**config.mk**
```make
export PLATFORM = sky130hd
export DESIGN_NAME = rle_frame_decoder_border_hysteresis
export DESIGN_NICKNAME = d
export VERILOG_FILES = /design/src/sv/rledec_pkg.sv /design/src/sv/rle_frame_decoder_border_hysteresis.sv
export SDC_FILE = /design/constraint.sdc
export NUM_CORES = 1
export LEC_CHECK = 0
export BUFFER_PORTS_ARGS = -buffer_cell sky130_fd_sc_hd__buf_4
export CORE_MARGIN = 2
export CORE_UTILIZATION = 58
export CTS_CLUSTER_DIAMETER = 120
export DETAILED_ROUTE_END_ITERATION = 7
export PLACE_DENSITY = 0.88
export SYNTH_ARGS = -nofsm -noshare
export SYNTH_HDL_FRONTEND = slang
export SYNTH_SLANG_ARGS = --single-unit
export TNS_END_PERCENT = 5
```
**constraint.sdc**
```tcl
create_clock -name i_clk -period 9.4 [get_ports i_clk]
set_input_delay 1.41 -clock i_clk [delete_from_list [all_inputs] [get_ports i_clk]]
set_output_delay 1.41 -clock i_clk [all_outputs]
set_load 0.02 [all_outputs]
```
**src/sv/rledec_pkg.sv**
```systemverilog
package rledec_pkg;

    // Configuration register indexes
    localparam logic [1:0] CFG_WHITE_THR   = 2'd0;
    localparam logic [1:0] CFG_BLACK_THR   = 2'd1;
    localparam logic [1:0] CFG_INITIAL_THR = 2'd2;
    localparam logic [1:0] CFG_HYST_FRAMES = 2'd3;

    localparam logic [12:0] WHITE_THR_RESET   = 13'd2970;
    localparam logic [12:0] BLACK_THR_RESET   = 13'd2150;
    localparam logic [12:0] INITIAL_THR_RESET = 13'd2560;
    localparam logic [3:0]  HYST_RESET        = 4'd4;

    localparam logic [12:0] ZB_MAX     = 13'h1FFF;
    localparam logic [3:0]  STREAK_MAX = 4'hF;

    typedef enum logic [1:0] {
        ST_OK      = 2'd0,
        ST_CORRUPT = 2'd1,
        ST_END     = 2'd2
    } t_status;

    typedef enum logic {
        CMD_RUN = 1'b0,
        CMD_END = 1'b1
    } t_command;

    function automatic logic [3:0] zeros_in_byte(input logic [7:0] b);
        logic [3:0] n;
        n = 4'd0;
        for (int i = 0; i < 8; i++) begin
            n = n + {3'd0, ~b[i]};
        end
        return n;
    endfunction

    function automatic logic [3:0] streak_inc(input logic [3:0] s);
        return (s < STREAK_MAX) ? s + 4'd1 : STREAK_MAX;
    endfunction

endpackage

```
**src/sv/rle_frame_decoder_border_hysteresis.sv**
```systemverilog
// Run-length frame decoder with border-color hysteresis.
// Input channel (i_valid / o_ready) carries one word per run pair or end-of-stream
// command. Output channel (o_valid / i_ready) returns exactly one run descriptor
// per input word: start offset, clipped length, byte, status, frame completion
// with its zero-bit total, and the border color after this word.
// A word moves on to the result register when that register is empty or being taken.
// Throughput: one word per cycle while the receiver takes results; the frame
// position, zero-bit total and hysteresis state are updated on the edge that
// loads the result register, so the next word sees them at once.
// The per-word path is one 8x4 multiply (count times zero bits in the byte),
// a 14-bit add with saturation and the threshold compares.
// Reset (synchronous, active low) clears the frame position, the zero-bit total,
// the color decision and both streak counters, empties both registers and
// loads the default thresholds. Configuration writes take effect at once and
// are expected only while the block is idle.
// When the receiver stalls the result register holds; the input register still
// takes one more word, after which o_ready drops until the result is taken.
module rle_frame_decoder_border_hysteresis
    import rledec_pkg::*;
#(
    parameter int FRAME_BYTES = 640
) (
    input  logic        i_clk,
    input  logic        i_rst_n,
    // configuration
    input  logic        i_cfg_we,
    input  logic [1:0]  i_cfg_index,
    input  logic [12:0] i_cfg_data,
    // input words
    input  logic        i_valid,
    output logic        o_ready,
    input  logic        i_command,
    input  logic [7:0]  i_run_count,
    input  logic [7:0]  i_run_value,
    // result words
    output logic        o_valid,
    input  logic        i_ready,
    output logic [9:0]  o_run_start,
    output logic [7:0]  o_run_length,
    output logic [7:0]  o_pixel_byte,
    output logic [1:0]  o_status,
    output logic        o_frame_done,
    output logic [12:0] o_frame_zero_bits,
    output logic        o_border_valid,
    output logic        o_border_white
);

    localparam logic [10:0] FRAME_LEN = 11'(FRAME_BYTES);

    // configuration registers
    logic [12:0] r_white_thr, r_black_thr, r_initial_thr;
    logic [3:0]  r_hyst;

    // input register
    logic       r_in_valid;
    t_command   r_cmd;
    logic [7:0] r_count, r_value;

    // decoder state
    logic [9:0]  r_pos, n_pos;
    logic [12:0] r_total, n_total;
    logic        r_known, n_known;
    logic        r_white, n_white;
    logic [3:0]  r_wstreak, n_wstreak;
    logic [3:0]  r_bstreak, n_bstreak;

    // result register
    logic        r_out_valid;
    logic [9:0]  r_start;
    logic [7:0]  r_length, n_length;
    logic [7:0]  r_pixel, n_pixel;
    t_status     r_status, n_status;
    logic        r_done, n_done;
    logic [12:0] r_zb, n_zb;

    logic        adv;
    logic [10:0] space, pos_sum;
    logic        overflow;
    logic [11:0] prod;
    logic [13:0] total_sum;
    logic [12:0] total_sat;
    logic [3:0]  w_inc, b_inc;

    assign adv     = r_in_valid && (!r_out_valid || i_ready);
    assign o_ready = !r_in_valid || adv;

    always_ff @(posedge i_clk) begin
        if (!i_rst_n) begin
            r_white_thr   <= WHITE_THR_RESET;
            r_black_thr   <= BLACK_THR_RESET;
            r_initial_thr <= INITIAL_THR_RESET;
            r_hyst        <= HYST_RESET;
        end else if (i_cfg_we) begin
            case (i_cfg_index)
                CFG_WHITE_THR:   r_white_thr   <= i_cfg_data;
                CFG_BLACK_THR:   r_black_thr   <= i_cfg_data;
                CFG_INITIAL_THR: r_initial_thr <= i_cfg_data;
                CFG_HYST_FRAMES: r_hyst        <= i_cfg_data[3:0];
                default: ;
            endcase
        end
    end

    always_ff @(posedge i_clk) begin
        if (!i_rst_n) begin
            r_in_valid <= 1'b0;
        end else if (o_ready) begin
            r_in_valid <= i_valid;
        end
    end

    always_ff @(posedge i_clk) begin
        if (o_ready && i_valid) begin
            r_cmd   <= t_command'(i_command);
            r_count <= i_run_count;
            r_value <= i_run_value;
        end
    end

    always_comb begin
        space     = FRAME_LEN - {1'b0, r_pos};
        pos_sum   = {1'b0, r_pos} + {3'd0, r_count};
        overflow  = {3'd0, r_count} > space;
        prod      = r_count * zeros_in_byte(r_value);
        total_sum = {1'b0, r_total} + {2'd0, prod};
        total_sat = total_sum[13] ? ZB_MAX : total_sum[12:0];
        w_inc     = streak_inc(r_wstreak);
        b_inc     = streak_inc(r_bstreak);

        n_pos     = r_pos;
        n_total   = r_total;
        n_known   = r_known;
        n_white   = r_white;
        n_wstreak = r_wstreak;
        n_bstreak = r_bstreak;
        n_length  = 8'd0;
        n_pixel   = 8'd0;
        n_status  = ST_OK;
        n_done    = 1'b0;
        n_zb      = 13'd0;

        if (r_cmd == CMD_END) begin
            n_status = ST_END;
            n_pos    = 10'd0;
            n_total  = 13'd0;
        end else if (overflow) begin
            // corrupt run: drop the partial frame
            n_pixel  = r_value;
            n_length = space[7:0];
            n_status = ST_CORRUPT;
            n_pos    = 10'd0;
            n_total  = 13'd0;
        end else begin
            n_pixel  = r_value;
            n_length = r_count;
            n_pos    = pos_sum[9:0];
            n_total  = total_sat;
            if (pos_sum >= FRAME_LEN) begin
                n_done  = 1'b1;
                n_zb    = total_sat;
                n_pos   = 10'd0;
                n_total = 13'd0;
                if (!r_known) begin
                    n_white = total_sat >= r_initial_thr;
                    n_known = 1'b1;
                end else if (!r_white) begin
                    if (total_sat >= r_white_thr) begin
                        n_wstreak = w_inc;
                        n_bstreak = 4'd0;
                        if (w_inc >= r_hyst) begin
                            n_white   = 1'b1;
                            n_wstreak = 4'd0;
                        end
                    end else if (total_sat <= r_black_thr) begin
                        n_bstreak = b_inc;
                        n_wstreak = 4'd0;
                    end else begin
                        n_wstreak = 4'd0;
                        n_bstreak = 4'd0;
                    end
                end else begin
                    if (total_sat <= r_black_thr) begin
                        n_bstreak = b_inc;
                        n_wstreak = 4'd0;
                        if (b_inc >= r_hyst) begin
                            n_white   = 1'b0;
                            n_bstreak = 4'd0;
                        end
                    end else if (total_sat >= r_white_thr) begin
                        n_wstreak = w_inc;
                        n_bstreak = 4'd0;
                    end else begin
                        n_wstreak = 4'd0;
                        n_bstreak = 4'd0;
                    end
                end
            end
        end
    end

    always_ff @(posedge i_clk) begin
        if (!i_rst_n) begin
            r_pos       <= 10'd0;
            r_total     <= 13'd0;
            r_known     <= 1'b0;
            r_white     <= 1'b0;
            r_wstreak   <= 4'd0;
            r_bstreak   <= 4'd0;
            r_out_valid <= 1'b0;
        end else begin
            if (adv) begin
                r_pos     <= n_pos;
                r_total   <= n_total;
                r_known   <= n_known;
                r_white   <= n_white;
                r_wstreak <= n_wstreak;
                r_bstreak <= n_bstreak;
            end
            if (adv) begin
                r_out_valid <= 1'b1;
            end else if (i_ready) begin
                r_out_valid <= 1'b0;
            end
        end
    end

    always_ff @(posedge i_clk) begin
        if (adv) begin
            r_start  <= r_pos;
            r_length <= n_length;
            r_pixel  <= n_pixel;
            r_status <= n_status;
            r_done   <= n_done;
            r_zb     <= n_zb;
        end
    end

    assign o_valid           = r_out_valid;
    assign o_run_start       = r_start;
    assign o_run_length      = r_length;
    assign o_pixel_byte      = r_pixel;
    assign o_status          = r_status;
    assign o_frame_done      = r_done;
    assign o_frame_zero_bits = r_zb;
    assign o_border_valid    = r_known;
    assign o_border_white    = r_white;

    a_pos_in_frame: assert property (@(posedge i_clk) disable iff (!i_rst_n)
        {1'b0, r_pos} < FRAME_LEN)
        else $error("frame position past end of frame");

    a_done_only_ok: assert property (@(posedge i_clk) disable iff (!i_rst_n)
        (o_valid && o_status != ST_OK) |-> !o_frame_done)
        else $error("frame completed on a corrupt or end-of-stream word");

    a_zb_only_done: assert property (@(posedge i_clk) disable iff (!i_rst_n)
        (o_valid && !o_frame_done) |-> (o_frame_zero_bits == 13'd0))
        else $error("zero-bit total shown without frame completion");

    a_white_needs_known: assert property (@(posedge i_clk) disable iff (!i_rst_n)
        r_white |-> r_known)
        else $error("border white before a color was decided");

    a_state_held_when_idle: assert property (@(posedge i_clk) disable iff (!i_rst_n)
        !$past(adv) && $past(i_rst_n) |-> $stable(r_pos) && $stable(r_total))
        else $error("frame state changed without a word advancing");

endmodule
```
==> flow_summary_export.csv <==
group,metric,value,unit
outcome,status,"finished, final reports clean",
sta,rsz0062_at_grt,"no",
sta,final.min_clock_period,8.648,ns
final_layout,fin_nets,1124,
drt,wl_per_cell,16.59,um
floorplan,rows,44,
flow_run,max_cap_violations,0,
sta,timing_worst_slew_pin_value,1.052,ns
grt,grt_pass1_vias,6486,
floorplan,pin_count,83,
clock_network,clk_latency,0.43,ns
final_layout,postLayoutCellArea,9843,um^2
floorplan,dieArea,15570,um^2
yosys,syn_nets,1043,
clock_network,clockBufferDepth,2,
worst_setup_path,crit_required,9.76,ns
clock_network,clock-sinks,137,
worst_setup_path,rr_worst_depth,27,
worst_hold_path,hold_class,"reg2reg",
floorplan,core-area,14370,um^2
clock_network,cts_buffers,17,
sta,fin_ws,0.7517,ns
pwr,internal_power,0.001587,W
sta,slew_viol_final,0,
yosys,yosys_warnings,0,
sta,slew_headroom,29.61,%
clock_network,hold_buffers,0,
grt,grt_max_degree,44,
sta,fin_skew,0.01073,ns
yosys,synth_area,8458,um^2
grt,grt-ovfl-total,0,
final_layout,synthToLayoutAreaGrowth,16.38,%
floorplan,start_util,58.86,%
sta,setup_tns,0,ns
worst_hold_path,hold_path_depth,2,
pwr,switching_share,39.22,%
yosys,synthDistinctLibCells,66,
yosys,synth_edf_count,59,
grt,antenna_found_initial,0,
drt,drt_iter0_markers,542,
worst_setup_path,crit_type,"reg2reg",
yosys,synth-seq-area-share,39.41,%
placement,io_buffer_count,82,
drt,num_vias,6825,
placement,dp_worst_setup_slack,0.6896,ns
drt,detail-route-antenna-nets,0,
worst_setup_path,startpoint_type,"register",
clock_network,root_buffer,"clkbuf_16",
clock_network,htree_num_levels,4,
clock_network,path_clk_slew,0.06,ns
yosys,synth_top_area_cell,"edfxtp_1",
pwr,p_leak,4.328,nW
floorplan,die_h,124.8,um
yosys,async_flop_share,0,%
pwr,peakVddDrop,193.3,uV
final_layout,multi_input_comb_area,4633,um^2
sta,holdWs,0.4543,ns
pwr,seq_power_share,26.0,%
clock_network,cts_tree,"done",
final_layout,register_area,3333,um^2
grt,grt_pass1_wl,31.46,mm
pwr,clkPwrFrac,25.9,%
worst_setup_path,cp_max_fo,12,
yosys,synth_area_leaders,"edfxtp_1, dfxtp_1, ha_1",
yosys,ys_dominant_reg_cell,"dfxtp_1",
drt,first_pass_iters,5,
floorplan,dieWidth,124.8,um
final_layout,fillers,1029,
drt,vias_per_cell,5.848,
sta,period_share,92.00,%
final_layout,diodes,0,
worst_setup_path,end_kind,"register",
yosys,synth_top_area_share,20.95,%
final_layout,drive_above_1_share,13.33,%
drt,drc,0,
sta,finalHoldViolations,0,
yosys,syn_avg_cell_area,9.514,um^2
yosys,synth_cells,889,
placement,place_hpwl,13.70,mm
worst_setup_path,cp.arrival,9.01,ns
sta,setup_viol,0,
pwr,p_per_area,265.3,nW/um^2
placement,place.gp.congestion,0.9352,
drt,postRouteWirelength,19.36,mm
pwr,p_switching,0.001024,W
sta,clock.fmax,115.6,MHz
pwr,pwr-share-comb,48.2,%
yosys,ys_seq_elements,137,
placement,place_area,9233,um^2
worst_setup_path,ff2ff_setup_slack,0.75,ns
grt,grt_use_total,25.17,%
==> power by group through the flow <==
| stage | clock [W] | sequential, W | combinational, W |
|---|---|---|---|
| final | 0.000676 | 0.000678 | 0.00126 |
| after global routing | 0.000703 | 0.000681 | 0.00144 |
| after CTS | 0.000678 | 0.000677 | 0.00125 |
| after detailed placement | 0 | 0.000689 | 0.00122 |
| after global placement | 0 | 0.000688 | 0.00116 |
| after floorplan | 0 | 0.000692 | 0.000921 |
==> cells in the mapped netlist (all sizes together) (2+ instances only) <==
master  count
a2111o      3
a211o       3
a211oi      7
a21o       14
a21oi      53
a221oi      2
a22o       12
a31o        2
a31oi       8
a41oi       2
and2       42
and3        4
buf         5
clkbuf     19
dfxtp      78
edfxtp     59
fa         26
ha         91
inv       107
mux2i      15
nand2     112
nand2b     16
nand3      14
nand3b      2
nand4       7
nor2       56
nor2b      17
nor3        6
nor4        3
o211ai     23
o21a        5
o21ai      21
o22ai       5
o41ai       4
or2         4
or3         3
or3b        3
xnor2       7
xor2       10
==> area by class of cell <==
type	count	area share, %
multi-input cells	621	47.07
well taps	184	2.339
clock buffers	28	5.568
clock inverters	4	0.5212
repair buffers	86	6.559
flip-flops and latches	137	33.86
inverters	107	4.080
==> repair_timing <==
action                                 4_1_cts  5_1_grt
endpoints found under the hold margin        0        0
setup buffers                                0        0
gates resized for setup                      0        2
setup endpoints to repair                    0        2
==> flip-flops by register name, indices dropped and copies added (netlist names), 10 cells and up <==
signal,flops
o_frame_zero_bits,13
r_black_thr,13
r_initial_thr,13
r_total,13
r_white_thr,13
o_run_start,10
r_pos,10
==> critical path, stage by stage, from the launching register on <==
cell	delay (ns)
edfxtp_1	0.40
fa_1	0.54
inv_1	0.06
fa_1	0.53
fa_1	0.43
ha_1	0.22
fa_1	0.42
xor2_2	0.32
nand2_1	0.14
fa_1	0.51
fa_1	0.52
fa_1	0.52
inv_1	0.04
ha_1	0.32
a21o_1	0.19
a21oi_1	0.27
o211ai_1	0.21
a21oi_1	0.24
a21oi_2	0.16
or2_2	0.36
ha_1	0.30
nor2b_1	0.13
o211a_1	0.19
a2111oi_0	0.48
o211ai_1	0.20
a221oi_1	0.49
nand4_1	0.20
o22ai_1	0.18
==> per-stage QoR <==
step	cells	utilization (%)	total power, W
after floorplan	889	-	0.001613
after global placement	1135	64.25	0.001849
after detailed placement	1135	64.25	0.001912
after CTS	1167	68.43	0.002603
after global routing	1167	68.50	0.002826
final	1167	68.50	0.002611
==> worst paths after layout <==
kind | to | from
worst min register to register | r_black_thr[12] | r_black_thr[12]
worst min-delay path | r_black_thr[12] | r_black_thr[12]
worst max register to register | r_bstreak[1] | r_value[0]
worst max-delay path | r_bstreak[1] | r_value[0]
==> cells by family after synthesis <==
logic type,Yosys count,synth area share [%]
flops,137,39.41
simple gates,295,17.17
xor+xnor,17,1.760
mux,15,1.775
fa+ha+maj,117,19.62
buf+inv,131,6.006
compound gates,177,14.26
==> layer usage <==
layer  global-route usage, %  up-vias  wire, um
met5                       0        -         0
met4                   11.96        0       786
met3                   4.596       65      1146
met2                   42.46      263      9449
met1                   31.26     3261      7973
li1                        -     3236         -
==> placed cells by master, fill, tap and decap left out, types with 9 or more instances in the layout <==
cell       Yosys  layout
o21ai_0       21      21
dfxtp_1       78      78
xor2_1        10       9
buf_4          0      86
inv_1        107     107
mux2i_1       15      15
clkbuf_16      0      18
nor2b_1       17      17
nand2_1      112     112
a22o_1        12      12
o211ai_1      23      23
ha_1          91      91
edfxtp_1      59      59
nand2b_1      16      16
and2_1        42      42
fa_1          26      26
a21oi_1       53      52
a21o_1        14      14
nor2_1        56      56
nand3_1       14      14
(Power assumes the default switching activity.)
